`src/sv/bptq_pkg.sv`:
```
// ----------------------------------------------------------------------------
// bptq_pkg
// Shared types and constants of the banded priority task queue: pool size,
// index widths, result codes, register map and inter-module structs.
// ----------------------------------------------------------------------------
package bptq_pkg;

    // Pool geometry. An index addresses one entry; a pointer may also hold
    // the end-of-list marker, which equals the pool depth.
    localparam int POOL_DEPTH = 16;
    localparam int IDX_W      = $clog2(POOL_DEPTH);
    localparam int PTR_W      = $clog2(POOL_DEPTH + 1);
    localparam int CNT_W      = $clog2(POOL_DEPTH + 1);
    localparam logic [PTR_W-1:0] NIL_PTR = PTR_W'(POOL_DEPTH);

    // Payload widths.
    localparam int PRIO_W = 8;
    localparam int CB_W   = 8;

    // Configuration port.
    localparam int ADDR_W = 4;
    localparam int DATA_W = 32;
    localparam logic [1:0] REG_STACK_BOUNDARY = 2'd0;
    localparam logic [1:0] REG_TIMER_BOUNDARY = 2'd1;
    localparam logic [1:0] REG_APP_MAX        = 2'd2;

    localparam logic [PRIO_W-1:0] RST_STACK_BOUNDARY = 8'd7;
    localparam logic [PRIO_W-1:0] RST_TIMER_BOUNDARY = 8'd12;
    localparam logic [PRIO_W-1:0] RST_APP_MAX        = 8'd13;

    // Word kinds.
    localparam logic KIND_PUSH = 1'b0;
    localparam logic KIND_TAKE = 1'b1;

    typedef enum logic [1:0] {
        ERR_NONE = 2'd0,
        ERR_FULL = 2'd1,
        ERR_BAND = 2'd2
    } err_t;

    typedef enum logic [1:0] {
        BAND_RX  = 2'd0,
        BAND_TX  = 2'd1,
        BAND_APP = 2'd2
    } band_t;

    typedef enum logic [3:0] {
        ST_IDLE,
        ST_START,
        ST_BAND_RX,
        ST_BAND_TX,
        ST_BAND_APP,
        ST_WALK,
        ST_WR_NEW,
        ST_WR_PREV,
        ST_UNLINK,
        ST_FINISH
    } state_t;

    // Band boundaries from the register file.
    typedef struct packed {
        logic [PRIO_W-1:0] stack_boundary;
        logic [PRIO_W-1:0] timer_boundary;
        logic [PRIO_W-1:0] app_max;
    } cfg_t;

    // Write request to the entry memory: either a whole entry or only its
    // link field.
    typedef struct packed {
        logic              we_entry;
        logic              we_next;
        logic [IDX_W-1:0]  idx;
        logic [PRIO_W-1:0] prio;
        logic [CB_W-1:0]   cb;
        logic [PTR_W-1:0]  nxt;
    } mem_wr_t;

    // Flags from the shared window comparator.
    typedef struct packed {
        logic ge_lo;
        logic lt_hi;
    } cmp_res_t;

endpackage

```
`src/sv/bptq_window_cmp.sv`:
```
// ----------------------------------------------------------------------------
// bptq_window_cmp
// Shared comparator: tests a value against a lower and an upper bound. The
// sequencer uses it for band classification and for every list step.
// ----------------------------------------------------------------------------
module bptq_window_cmp
    import bptq_pkg::*;
(
    input  logic [PRIO_W-1:0] x,
    input  logic [PRIO_W-1:0] lo,
    input  logic [PRIO_W-1:0] hi,
    output cmp_res_t          res
);

    // Both compares are unsigned.
    always_comb
    begin
        res.ge_lo = (x >= lo);
        res.lt_hi = (x < hi);
    end

endmodule

```
`src/sv/bptq_entry_mem.sv`:
```
// ----------------------------------------------------------------------------
// bptq_entry_mem
// Task entry storage: priority, callback id and list link of every pool
// entry. One write port and one read port with registered read data.
// ----------------------------------------------------------------------------
module bptq_entry_mem
    import bptq_pkg::*;
(
    input  logic              clk,
    input  mem_wr_t           wr,
    input  logic [IDX_W-1:0]  rd_addr,
    output logic [PRIO_W-1:0] rd_prio,
    output logic [CB_W-1:0]   rd_cb,
    output logic [PTR_W-1:0]  rd_next
);

    logic [PRIO_W-1:0] prio_mem [POOL_DEPTH];
    logic [CB_W-1:0]   cb_mem   [POOL_DEPTH];
    logic [PTR_W-1:0]  next_mem [POOL_DEPTH];

    logic [PRIO_W-1:0] rd_prio_reg;
    logic [CB_W-1:0]   rd_cb_reg;
    logic [PTR_W-1:0]  rd_next_reg;

    // Write port: a whole entry, or only the link of an entry.
    always_ff @(posedge clk)
    begin
        if (wr.we_entry)
        begin
            prio_mem[wr.idx] <= wr.prio;
            cb_mem[wr.idx]   <= wr.cb;
            next_mem[wr.idx] <= wr.nxt;
        end
        else if (wr.we_next)
        begin
            next_mem[wr.idx] <= wr.nxt;
        end
    end

    // Read port, data valid in the cycle after the address.
    always_ff @(posedge clk)
    begin
        rd_prio_reg <= prio_mem[rd_addr];
        rd_cb_reg   <= cb_mem[rd_addr];
        rd_next_reg <= next_mem[rd_addr];
    end

    assign rd_prio = rd_prio_reg;
    assign rd_cb   = rd_cb_reg;
    assign rd_next = rd_next_reg;

endmodule

```
`src/sv/bptq_cfg_regs.sv`:
```
// ----------------------------------------------------------------------------
// bptq_cfg_regs
// Register file for the three band boundaries, written and read over the
// APB-style configuration port.
// ----------------------------------------------------------------------------
module bptq_cfg_regs
    import bptq_pkg::*;
(
    input  logic              clk,
    input  logic              rst_n,
    input  logic              psel,
    input  logic              penable,
    input  logic              pwrite,
    input  logic [ADDR_W-1:0] paddr,
    input  logic [DATA_W-1:0] pwdata,
    output logic [DATA_W-1:0] prdata,
    output logic              pready,
    output cfg_t              cfg
);

    logic [PRIO_W-1:0] stack_boundary_reg;
    logic [PRIO_W-1:0] timer_boundary_reg;
    logic [PRIO_W-1:0] app_max_reg;
    logic [1:0]        reg_idx;
    logic              wr_en;

    assign pready  = 1'b1;
    assign reg_idx = paddr[ADDR_W-1:2];
    assign wr_en   = psel && penable && pwrite && pready;

    // Register writes; an address beyond the map is ignored.
    always_ff @(posedge clk or negedge rst_n)
    begin
        if (!rst_n)
        begin
            stack_boundary_reg <= RST_STACK_BOUNDARY;
            timer_boundary_reg <= RST_TIMER_BOUNDARY;
            app_max_reg        <= RST_APP_MAX;
        end
        else if (wr_en)
        begin
            unique case (reg_idx)
                REG_STACK_BOUNDARY: stack_boundary_reg <= pwdata[PRIO_W-1:0];
                REG_TIMER_BOUNDARY: timer_boundary_reg <= pwdata[PRIO_W-1:0];
                REG_APP_MAX:        app_max_reg        <= pwdata[PRIO_W-1:0];
                default:            ;
            endcase
        end
    end

    // Read mux.
    always_comb
    begin
        unique case (reg_idx)
            REG_STACK_BOUNDARY: prdata = DATA_W'(stack_boundary_reg);
            REG_TIMER_BOUNDARY: prdata = DATA_W'(timer_boundary_reg);
            REG_APP_MAX:        prdata = DATA_W'(app_max_reg);
            default:            prdata = '0;
        endcase
    end

    assign cfg.stack_boundary = stack_boundary_reg;
    assign cfg.timer_boundary = timer_boundary_reg;
    assign cfg.app_max        = app_max_reg;

endmodule

```
`src/sv/banded_priority_task_queue.sv`:
```
// ----------------------------------------------------------------------------
// banded_priority_task_queue
// Sorted task pool with banded push classification and ranged take.
// ----------------------------------------------------------------------------
// The block handles one word at a time and drops in_ready from acceptance
// until the result is registered. A push runs ST_START (full check), up
// to three band compares, one per cycle through the shared comparator,
// a list walk, then ST_WR_NEW, ST_WR_PREV and ST_FINISH; a take runs
// ST_START, the walk, ST_UNLINK if an entry matches, and ST_FINISH. The
// walk passes at most 16 list entries, one per cycle through the
// registered read port of the entry memory. A full pool or a priority
// outside every band ends a push early. The finished result sits in an
// output register, so a new word is taken while it waits for out_ready.
// ----------------------------------------------------------------------------
module banded_priority_task_queue
    import bptq_pkg::*;
(
    input  logic              clk,
    input  logic              rst_n,
    // Configuration port
    input  logic              psel,
    input  logic              penable,
    input  logic              pwrite,
    input  logic [ADDR_W-1:0] paddr,
    input  logic [DATA_W-1:0] pwdata,
    output logic [DATA_W-1:0] prdata,
    output logic              pready,
    // Input channel
    input  logic              in_valid,
    output logic              in_ready,
    input  logic              kind,
    input  logic [PRIO_W-1:0] priority_req,
    input  logic [CB_W-1:0]   callback_id,
    input  logic [PRIO_W-1:0] band_min,
    input  logic [PRIO_W-1:0] band_max,
    // Output channel
    output logic              out_valid,
    input  logic              out_ready,
    output logic              done_res,
    output logic [1:0]        error_code,
    output logic [1:0]        wake_band,
    output logic [CB_W-1:0]   taken_callback,
    output logic [PRIO_W-1:0] taken_priority,
    output logic [CNT_W-1:0]  occupancy
);

    cfg_t              cfg;
    cmp_res_t          cmp;
    mem_wr_t           wr;
    logic [PRIO_W-1:0] cmp_x;
    logic [PRIO_W-1:0] cmp_lo;
    logic [PRIO_W-1:0] cmp_hi;
    logic [IDX_W-1:0]  rd_addr;
    logic [PRIO_W-1:0] mem_prio;
    logic [CB_W-1:0]   mem_cb;
    logic [PTR_W-1:0]  mem_next;

    state_t            state_reg, state_next;
    logic              kind_reg;
    logic [PRIO_W-1:0] prio_reg;
    logic [CB_W-1:0]   cb_in_reg;
    logic [PRIO_W-1:0] lo_reg;
    logic [PRIO_W-1:0] hi_reg;
    logic [IDX_W-1:0]  slot_reg, slot_next;
    logic [PTR_W-1:0]  cur_reg, cur_next;
    logic [PTR_W-1:0]  prev_reg, prev_next;
    logic [PTR_W-1:0]  nx_reg, nx_next;
    logic [PTR_W-1:0]  head_reg, head_next;
    logic [CNT_W-1:0]  count_reg, count_next;
    logic [POOL_DEPTH-1:0] valid_reg, valid_next;

    logic              res_done_reg, res_done_next;
    err_t              res_err_reg, res_err_next;
    band_t             res_band_reg, res_band_next;
    logic [CB_W-1:0]   res_cb_reg, res_cb_next;
    logic [PRIO_W-1:0] res_pr_reg, res_pr_next;

    logic              out_valid_reg;
    logic              done_res_reg;
    logic [1:0]        error_code_reg;
    logic [1:0]        wake_band_reg;
    logic [CB_W-1:0]   taken_callback_reg;
    logic [PRIO_W-1:0] taken_priority_reg;
    logic [CNT_W-1:0]  occupancy_reg;

    logic [IDX_W-1:0]  free_idx;
    logic              pool_full;
    logic              in_fire;
    logic              out_load;

    // Submodules.
    bptq_cfg_regs u_cfg (
        .clk     (clk),
        .rst_n   (rst_n),
        .psel    (psel),
        .penable (penable),
        .pwrite  (pwrite),
        .paddr   (paddr),
        .pwdata  (pwdata),
        .prdata  (prdata),
        .pready  (pready),
        .cfg     (cfg)
    );

    bptq_window_cmp u_cmp (
        .x   (cmp_x),
        .lo  (cmp_lo),
        .hi  (cmp_hi),
        .res (cmp)
    );

    bptq_entry_mem u_mem (
        .clk     (clk),
        .wr      (wr),
        .rd_addr (rd_addr),
        .rd_prio (mem_prio),
        .rd_cb   (mem_cb),
        .rd_next (mem_next)
    );

    // Lowest free entry of the pool.
    always_comb
    begin
        free_idx = '0;
        for (int i = POOL_DEPTH - 1; i >= 0; i--)
        begin
            if (!valid_reg[i])
            begin
                free_idx = IDX_W'(i);
            end
        end
    end

    assign pool_full = (count_reg == CNT_W'(POOL_DEPTH));
    assign in_ready  = (state_reg == ST_IDLE);
    assign in_fire   = in_valid && in_ready;
    assign out_load  = (state_reg == ST_FINISH) && (!out_valid_reg || out_ready);

    // Input word capture.
    always_ff @(posedge clk)
    begin
        if (in_fire)
        begin
            kind_reg  <= kind;
            prio_reg  <= priority_req;
            cb_in_reg <= callback_id;
            lo_reg    <= band_min;
            hi_reg    <= band_max;
        end
    end

    // State and list control registers.
    always_ff @(posedge clk or negedge rst_n)
    begin
        if (!rst_n)
        begin
            state_reg <= ST_IDLE;
            head_reg  <= NIL_PTR;
            count_reg <= '0;
            valid_reg <= '0;
        end
        else
        begin
            state_reg <= state_next;
            head_reg  <= head_next;
            count_reg <= count_next;
            valid_reg <= valid_next;
        end
    end

    // Working registers of the current word.
    always_ff @(posedge clk)
    begin
        slot_reg     <= slot_next;
        cur_reg      <= cur_next;
        prev_reg     <= prev_next;
        nx_reg       <= nx_next;
        res_done_reg <= res_done_next;
        res_err_reg  <= res_err_next;
        res_band_reg <= res_band_next;
        res_cb_reg   <= res_cb_next;
        res_pr_reg   <= res_pr_next;
    end

    // Sequencer: next state, comparator operands, memory access.
    always_comb
    begin
        state_next    = state_reg;
        slot_next     = slot_reg;
        cur_next      = cur_reg;
        prev_next     = prev_reg;
        nx_next       = nx_reg;
        head_next     = head_reg;
        count_next    = count_reg;
        valid_next    = valid_reg;
        res_done_next = res_done_reg;
        res_err_next  = res_err_reg;
        res_band_next = res_band_reg;
        res_cb_next   = res_cb_reg;
        res_pr_next   = res_pr_reg;
        cmp_x         = mem_prio;
        cmp_lo        = lo_reg;
        cmp_hi        = (kind_reg == KIND_PUSH) ? prio_reg : hi_reg;
        rd_addr       = head_reg[IDX_W-1:0];
        wr            = '0;

        unique case (state_reg)
            ST_IDLE:
            begin
                if (in_fire)
                begin
                    state_next = ST_START;
                end
            end

            ST_START:
            begin
                res_done_next = 1'b0;
                res_err_next  = ERR_NONE;
                res_band_next = BAND_RX;
                res_cb_next   = '0;
                res_pr_next   = '0;
                cur_next      = head_reg;
                prev_next     = NIL_PTR;
                slot_next     = free_idx;
                if (kind_reg == KIND_TAKE)
                begin
                    state_next = ST_WALK;
                end
                else if (pool_full)
                begin
                    res_err_next = ERR_FULL;
                    state_next   = ST_FINISH;
                end
                else
                begin
                    state_next = ST_BAND_RX;
                end
            end

            // Band tests run in order; the first that holds picks the band.
            ST_BAND_RX:
            begin
                cmp_x  = prio_reg;
                cmp_hi = cfg.stack_boundary;
                if (cmp.lt_hi)
                begin
                    res_band_next = BAND_RX;
                    state_next    = ST_WALK;
                end
                else
                begin
                    state_next = ST_BAND_TX;
                end
            end

            ST_BAND_TX:
            begin
                cmp_x  = prio_reg;
                cmp_hi = cfg.timer_boundary;
                if (cmp.lt_hi)
                begin
                    res_band_next = BAND_TX;
                    state_next    = ST_WALK;
                end
                else
                begin
                    state_next = ST_BAND_APP;
                end
            end

            ST_BAND_APP:
            begin
                // app_max < prio means the priority is above every band.
                cmp_x  = cfg.app_max;
                cmp_hi = prio_reg;
                if (!cmp.lt_hi)
                begin
                    res_band_next = BAND_APP;
                    state_next    = ST_WALK;
                end
                else
                begin
                    res_band_next = BAND_RX;
                    res_err_next  = ERR_BAND;
                    state_next    = ST_FINISH;
                end
            end

            // One list entry per cycle; the data of cur is on the read port.
            ST_WALK:
            begin
                if (cur_reg == NIL_PTR)
                begin
                    state_next = (kind_reg == KIND_PUSH) ? ST_WR_NEW : ST_FINISH;
                end
                else if (kind_reg == KIND_PUSH)
                begin
                    if (cmp.lt_hi)
                    begin
                        prev_next = cur_reg;
                        cur_next  = mem_next;
                        rd_addr   = mem_next[IDX_W-1:0];
                    end
                    else
                    begin
                        state_next = ST_WR_NEW;
                    end
                end
                else if (cmp.ge_lo && cmp.lt_hi)
                begin
                    res_done_next = 1'b1;
                    res_cb_next   = mem_cb;
                    res_pr_next   = mem_prio;
                    nx_next       = mem_next;
                    state_next    = ST_UNLINK;
                end
                else
                begin
                    prev_next = cur_reg;
                    cur_next  = mem_next;
                    rd_addr   = mem_next[IDX_W-1:0];
                end
            end

            // Write the new entry, linked ahead of cur.
            ST_WR_NEW:
            begin
                wr.we_entry           = 1'b1;
                wr.idx                = slot_reg;
                wr.prio               = prio_reg;
                wr.cb                 = cb_in_reg;
                wr.nxt                = cur_reg;
                valid_next[slot_reg]  = 1'b1;
                count_next            = count_reg + CNT_W'(1);
                res_done_next         = 1'b1;
                state_next            = ST_WR_PREV;
            end

            // Point the predecessor, or the head, at the new entry.
            ST_WR_PREV:
            begin
                if (prev_reg == NIL_PTR)
                begin
                    head_next = PTR_W'(slot_reg);
                end
                else
                begin
                    wr.we_next = 1'b1;
                    wr.idx     = prev_reg[IDX_W-1:0];
                    wr.nxt     = PTR_W'(slot_reg);
                end
                state_next = ST_FINISH;
            end

            // Remove the found entry from the list.
            ST_UNLINK:
            begin
                if (prev_reg == NIL_PTR)
                begin
                    head_next = nx_reg;
                end
                else
                begin
                    wr.we_next = 1'b1;
                    wr.idx     = prev_reg[IDX_W-1:0];
                    wr.nxt     = nx_reg;
                end
                valid_next[cur_reg[IDX_W-1:0]] = 1'b0;
                count_next = count_reg - CNT_W'(1);
                state_next = ST_FINISH;
            end

            ST_FINISH:
            begin
                if (out_load)
                begin
                    state_next = ST_IDLE;
                end
            end

            default:
            begin
                state_next = ST_IDLE;
            end
        endcase
    end

    // Output register.
    always_ff @(posedge clk or negedge rst_n)
    begin
        if (!rst_n)
        begin
            out_valid_reg <= 1'b0;
        end
        else if (out_load)
        begin
            out_valid_reg <= 1'b1;
        end
        else if (out_ready)
        begin
            out_valid_reg <= 1'b0;
        end
    end

    always_ff @(posedge clk)
    begin
        if (out_load)
        begin
            done_res_reg       <= res_done_reg;
            error_code_reg     <= res_err_reg;
            wake_band_reg      <= res_band_reg;
            taken_callback_reg <= res_cb_reg;
            taken_priority_reg <= res_pr_reg;
            occupancy_reg      <= count_reg;
        end
    end

    assign out_valid      = out_valid_reg;
    assign done_res       = done_res_reg;
    assign error_code     = error_code_reg;
    assign wake_band      = wake_band_reg;
    assign taken_callback = taken_callback_reg;
    assign taken_priority = taken_priority_reg;
    assign occupancy      = occupancy_reg;

    // The task count always matches the number of valid entries.
    assert property (@(posedge clk) disable iff (!rst_n)
        $countones(valid_reg) == 32'(count_reg))
    else $error("task count differs from valid entries");

    // The list is empty exactly when no task is queued. The head of a push
    // into an empty list is set in the cycle after the count, in ST_WR_PREV.
    assert property (@(posedge clk) disable iff (!rst_n)
        (state_reg != ST_WR_PREV) |-> ((count_reg == '0) == (head_reg == NIL_PTR)))
    else $error("list head disagrees with task count");

    // The walk only visits valid entries.
    assert property (@(posedge clk) disable iff (!rst_n)
        (state_reg == ST_WALK && cur_reg != NIL_PTR) |-> valid_reg[cur_reg[IDX_W-1:0]])
    else $error("walk reached a free entry");

    // A rejected push never changes the task count.
    assert property (@(posedge clk) disable iff (!rst_n)
        (state_reg == ST_FINISH && res_err_reg != ERR_NONE) |-> $stable(count_reg))
    else $error("rejected push changed the pool");

endmodule

```
`config.mk`:
```
export PLATFORM = sky130hd
export DESIGN_NAME = banded_priority_task_queue
export DESIGN_NICKNAME = d
export VERILOG_FILES = /design/src/sv/bptq_pkg.sv /design/src/sv/bptq_window_cmp.sv /design/src/sv/bptq_entry_mem.sv /design/src/sv/bptq_cfg_regs.sv /design/src/sv/banded_priority_task_queue.sv
export SDC_FILE = /design/constraint.sdc
export NUM_CORES = 1
export LEC_CHECK = 0
export BUFFER_PORTS_ARGS = -buffer_cell sky130_fd_sc_hd__buf_2
export CELL_PAD_IN_SITES_DETAIL_PLACEMENT = 0
export CELL_PAD_IN_SITES_GLOBAL_PLACEMENT = 1
export CORE_MARGIN = 5
export CORE_UTILIZATION = 45
export DETAILED_ROUTE_END_ITERATION = 6
export GPL_TIMING_DRIVEN = 1
export PLACE_DENSITY_LB_ADDON = 0.1
export RECOVER_POWER = 50
export SLEW_MARGIN = 20
export SYNTH_ARGS = -nofsm -noshare
export SYNTH_HDL_FRONTEND = slang
export SYNTH_HIERARCHICAL = 1
export SYNTH_SLANG_ARGS = --single-unit
export TNS_END_PERCENT = 100
```
`constraint.sdc`:
```
create_clock -name clk -period 5.1 [get_ports clk]
set_input_delay 0.255 -clock clk [delete_from_list [all_inputs] [get_ports clk]]
set_output_delay 0.255 -clock clk [all_outputs]
set_load 0.02 [all_outputs]
```
---- Yosys cells after proc, flatten, opt, wreduce, memory -nomap -nowiden ----
Memories as Yosys holds them, arrays and structs flattened. A register that Yosys moved wholly into a read port is not among the register bits.
Index checks and enable logic that the tools add are counted.
storage, ports and cells
  memories kept ........................... 3
  RAM bits ................................ 336
  word-level logic and storage cells ...... 201
  bits in registers ....................... 154
memories
  name            depth  width  rd ports  clocked after Yosys merged registers in  write ports  RTL line              source
  u_mem.cb_mem    16     8      1         1                                        1            bptq_entry_mem.sv:18  logic [CB_W-1:0] cb_mem [POOL_DEPTH];
  u_mem.prio_mem  16     8      1         1                                        1            bptq_entry_mem.sv:17  logic [PRIO_W-1:0] prio_mem [POOL_DEPTH];
  u_mem.next_mem  16     5      1         1                                        1            bptq_entry_mem.sv:19  logic [PTR_W-1:0] next_mem [POOL_DEPTH];
operators by class
  reduce and logical (&&, ||, !) cells .... 34
  order comparisons ....................... 6
  add/sub/neg operators ................... 2
  eq/ne operators ......................... 28
  bitwise logic cells ..................... 5
  muxes and demuxes ....................... 92
operators with widths
  cell                count
  $mux 4              24
  $mux 5              13
  $mux 8              7
  $pmux 8 s2          3
  $pmux 8 s3          2
  $pmux 5 s2          4
  $pmux 4 s9          1
  $pmux 16 s2         1
  $reduce_and 4->1    6
  $mux 1              18
  $ne 2x2->1 const B  9
  $and 16x16->16      1
  $eq 4x3->1 const B  4
  $mux 16             1
  $not 16->16         1
  $or 16x16->16       1
  $eq 5x5->1 const B  3
  $mux 3              5
  $pmux 5 s3          1
  $mux 2              6
  $lt 4x5->1 const B  2
  $reduce_and 2->1    5
  $reduce_bool 2->1   5
  $demux 1 s4         2
  other kinds (29)    42

---- Logic depth before layout (Yosys ltp) ----
  depth in word-level cells ............... 15
  depth in mapped cells ................... 21
  gate-level depth less buffers ........... 17

---- By module ----
The synthesis kept the hierarchy.
by module, submodules not included
  module                      area each (um^2)  cells each  times used
  bptq_entry_mem              13,376.6          584         1
  banded_priority_task_queue  5,876.9           473         1
  bptq_cfg_regs               1,343.8           108         1
  bptq_window_cmp             370.4             51          1

---- Worst setup path before layout ----
No wires, ideal clock.
  path kind ............................... reg-to-reg
  start point ............................. register state_reg[3]
  end point ............................... register u_mem.rd_cb_reg[1], in the netlist u_mem/rd_cb[1], read port of u_mem.cb_mem
  stages on the path, launching flop included .. 20
  arrival ................................. 4.181 ns
  library setup time ...................... 0.120 ns
  setup slack ............................. 0.799 ns
  data required time ...................... 4.980 ns
  buffers on the path ..................... 3
  path through ............................ dfrtp_1 -> nor4b_4 -> nor2_4 -> and2_1 -> buf_2 -> a221o_1 -> inv_1 -> ha_1 -> a21oi_1 -> o211ai_1 -> a21oi_1 -> nand3_1 -> o21ai_0 -> nand3b_2 -> mux2_2 -> buf_6 -> buf_12 -> mux4_2 -> a22oi_1 -> nand2_1
RTL lines
  item                      RTL line                           source
  start: declaration        banded_priority_task_queue.sv:58   state_t state_reg, state_next;
  start signal: assignment  banded_priority_task_queue.sv:164  state_reg <= state_next;
  end: declaration          bptq_entry_mem.sv:22               logic [CB_W-1:0] rd_cb_reg;

==> results.py <==
metrics = {
    "status": {
        "outcome": "finished with violations",
        "violations": "capacitance limit, slew limit",
    },
    "logic_synthesis": {
        "synth_compound_area_frac": 0.05353,
        "synth_mux_area_frac": 0.1251,
        "synthXorXnorAreaFrac": 0.001671,
        "avgSynthCellArea_um2": 17.24,
        "synth_edf_count": 435,
        "yosys.area_share.simple": 0.06767,
        "syn_inst": 1216,
        "synth_cell_types": 64,
        "synth-seq-cells": 511,
        "ys.warnings.count": 6,
        "ys_seq_area_frac": 0.7092,
        "synth_fa_ha_area_frac": 0.01170,
        "synth-main-ff-cell": "edfxtp_1",
        "synthArstFlopShare": 0.1076,
        "syn_area_um2": 20970,
        "synth_top_family_by_area": "multiplexers",
    },
    "routing": {
        "route.detailed.drc": 0,
        "drtAntennaViolNets": 0,
        "drt_iter0_drc": 888,
        "routed_wirelength_um": 45200,
        "vias": 10900,
        "dr.pass1.iters": 5,
        "wire_per_inst_um": 22.20,
        "vias_per_cell": 5.354,
    },
    "critical_path": {
        "critPathBufInv": 2,
        "worst_path_max_delay_cell": "mux4_1",
        "endpoint_kind": "register",
        "arrival_ns": 5.21,
        "critPathMaxStageDelay_ns": 0.58,
        "critPathLaunchType": "register",
        "path_cells": "nor4b_4 > nor2_4 > and2_2 > a221o_1 > inv_1 > ha_1 > a21oi_1 > o211ai_1 > a21oi_2 > nand3_1 > o21ai_0 > nand3b_2 > mux2_4 > buf_12 > mux4_1 > a22oi_1 > nand2_1",
        "crit_type": "register to register",
        "crit_required_ns": 5.58,
        "crit_family": "simple AND/OR/NAND/NOR gates",
        "crit_fanout": 20,
    },
    "global_route": {
        "grt_pass1_wl_um": 67990,
        "grt_start_max_net_pins": 56,
        "grt_pass1_vias": 11070,
        "grt-ovfl-total": 0,
        "antenna_found_initial": 0,
        "grtUsageTotal": 0.1762,
    },
    "pwr": {
        "pwr-share-comb": 0.283,
        "power_density_nw_per_um2": 550.2,
        "total_power_w": 0.01334,
        "internal_power_w": 0.009290,
        "switchingPower_w": 0.004048,
        "leakage_nw": 8.339,
        "switching_share": 0.3035,
        "irDropWorstVdd_v": 0.0002630,
        "clock_power_share": 0.302,
        "pwr-share-seq": 0.415,
    },
    "floorplanning": {
        "die_h_um": 225.9,
        "num_rows": 79,
        "core_area_um2": 46360,
        "initial_utilization": 0.4523,
        "fp.dieW_um": 225.9,
        "pin_count": 137,
        "die_area_um2": 51010,
    },
    "clock_network": {
        "cts.clk_slew.worst_paths_ns": 0.06,
        "cts-root-buf": "clkbuf_16",
        "clkSinkCount": 511,
        "h-tree-depth": 2,
        "cts_buffers": 53,
        "cts.path.max_buffers": 3,
        "worstSkewPairLatency_ns": 0.61,
        "cts_tree": "yes",
    },
    "sta": {
        "fin_ws_ns": 0.3718,
        "tns_ns": 0,
        "drv_slew": 188,
        "hold_viol_final": 0,
        "setup_viol": 0,
        "post-route-period-util": 0.9271,
        "worstMarginPinSlew_ns": 3.232,
        "skew_ns": 0.01330,
        "slew_headroom": -1.155,
        "period_needed_ns": 4.728,
        "rsz0062_at_grt": "false",
        "fmax_mhz": 211.5,
    },
    "layout": {
        "multi_input_area_um2": 5525,
        "num-fill-cells": 3769,
        "fin_nets": 1479,
        "diodes": 0,
        "final_core_util": 0.5230,
        "top_regs": "u_mem/cb_mem x128, u_mem/prio_mem x128, u_mem/next_mem x80",
        "area_growth_syn_to_layout_pct": 15.63,
        "finish.instance_area_um2": 24240,
        "regArea_um2": 14870,
        "drive_gt1_frac": 0.1966,
    },
    "min_path": {
        "hold_class": "primary input to register",
    },
    "place": {
        "placed_cell_area_um2": 22130,
        "dp_slack_ns": 0.05648,
        "io_buffers": 85,
        "hpwlAfterDp_um": 28490,
        "place_congestion": 0.7905,
    },
    "job": {
        "maxCapViolCount": 7,
    },
}
[what timing repair did]
action,4_1_cts,5_1_grt
hold buffers,42,0
buffers inserted,0,1
resized for setup,0,6
endpoints found under the hold margin,103,0
endpoints found under the setup margin,0,21
[cell type report]
| class | count | share of cell area |
|---|---|---|
| flip-flops and latches | 511 | 0.6134 |
| multi-input cells | 626 | 0.2279 |
| clock buffers | 64 | 0.05894 |
| repair buffers | 168 | 0.04732 |
| well taps | 607 | 0.03133 |
| clock inverters | 36 | 0.01744 |
| inverters | 24 | 0.003716 |
[cell usage after synthesis (14+ instances only)]
| master | number | area, µm² |
|---|---|---|
| a21oi_1 | 23 | 115.1 |
| a22oi_1 | 50 | 375.4 |
| and2_1 | 40 | 250.2 |
| buf_2 | 14 | 70.07 |
| buf_4 | 29 | 217.7 |
| clkbuf_1 | 20 | 75.07 |
| dfrtp_1 | 46 | 1151 |
| dfxtp_1 | 21 | 420.4 |
| edfxtp_1 | 435 | 13060 |
| ha_1 | 18 | 225.2 |
| inv_1 | 23 | 86.33 |
| mux2_2 | 26 | 292.8 |
| mux2i_1 | 18 | 180.2 |
| mux4_1 | 37 | 972.2 |
| mux4_2 | 47 | 1059 |
| nand2_1 | 89 | 334.1 |
| nand3_1 | 14 | 70.07 |
| nor2_1 | 69 | 259.0 |
| o21ai_0 | 43 | 215.2 |
[path summary, 6_finish.rpt]
| path | slack, ns | cells after the start | start | end |
|---|---|---|---|---|
| min | 0.06 | 3 | out_ready | out_valid |
| min reg2reg | 0.41 | 0 | res_pr_reg[6] | taken_priority[6] |
| min in group asynchronous | 1.36 | 3 | rst_n | valid_reg[11] |
| max | 0.37 | 17 | state_reg[3] | u_mem/rd_next[3] |
| max in group asynchronous | 1.90 | 3 | rst_n | u_cfg/app_max_reg[1] |
| max reg2reg | 0.37 | 17 | state_reg[3] | u_mem/rd_next[3] |
[cells by family (layout without fill, tap and decap cells)]
logic type               Yosys count  in the layout
flip-flops                       511            511
AND/OR/NAND/NOR                  276            276
AO/OA/AOI/OAI                    166            166
multiplexers                     136            136
buffers and inverters            102            292
adder cells (fa/ha/maj)           19             19
XOR/XNOR                           4              4
other                              2             25
[worst reg2reg max path, cell delays in order (launching register included)]
cell      delay [ns]
dfrtp_1         0.46
nor4b_4         0.45
nor2_4          0.13
and2_2          0.29
a221o_1         0.32
inv_1           0.06
ha_1            0.24
a21oi_1         0.16
o211ai_1        0.11
a21oi_2         0.22
nand3_1         0.18
o21ai_0         0.14
nand3b_2        0.29
mux2_4          0.33
buf_12          0.23
mux4_1          0.59
a22oi_1         0.31
nand2_1         0.10
[layer usage]
metal,GRT usage,share of wire,up-vias
met5,0,0,-
met4,0.05154,0.018,0
met3,0.02808,0.045,56
met2,0.2909,0.49,222
met1,0.2452,0.44,5573
li1,-,-,5050
[through the flow]
stage / cells / hold slack, ns
6_report: 2036 / 0.05823
5_1_grt: 2036 / 0.04266
4_1_cts: 2035 / 0.03356
3_5_place_dp: 1893 / 0.4072
3_3_place_gp: 1893 / 0.4017
2_1_floorplan: 1239 / -0.04059
[cells in the final DEF (no fill, tap or decap), drive strengths merged, types with 26 or more instances in the layout]
cell type and instances:
mux4 84, dfrtp 46, and2 42, a22oi 50, mux2 34, dlygate4sd3 42
clkbuf 119, nor2 74, clkinv 26, o21ai 49, nand2 90, buf 71
edfxtp 435
[power groups by stage]
stage	Clock [W]	Combinational [W]	Sequential, W
after global placement	0	0.00382	0.00560
after CTS	0.00413	0.00389	0.00553
after global routing	0.00431	0.00416	0.00559
final	0.00403	0.00378	0.00553
after detailed placement	0	0.00385	0.00561
after floorplan	0	0.00285	0.00549
No activity file was read; power rests on OpenSTA's default activity.
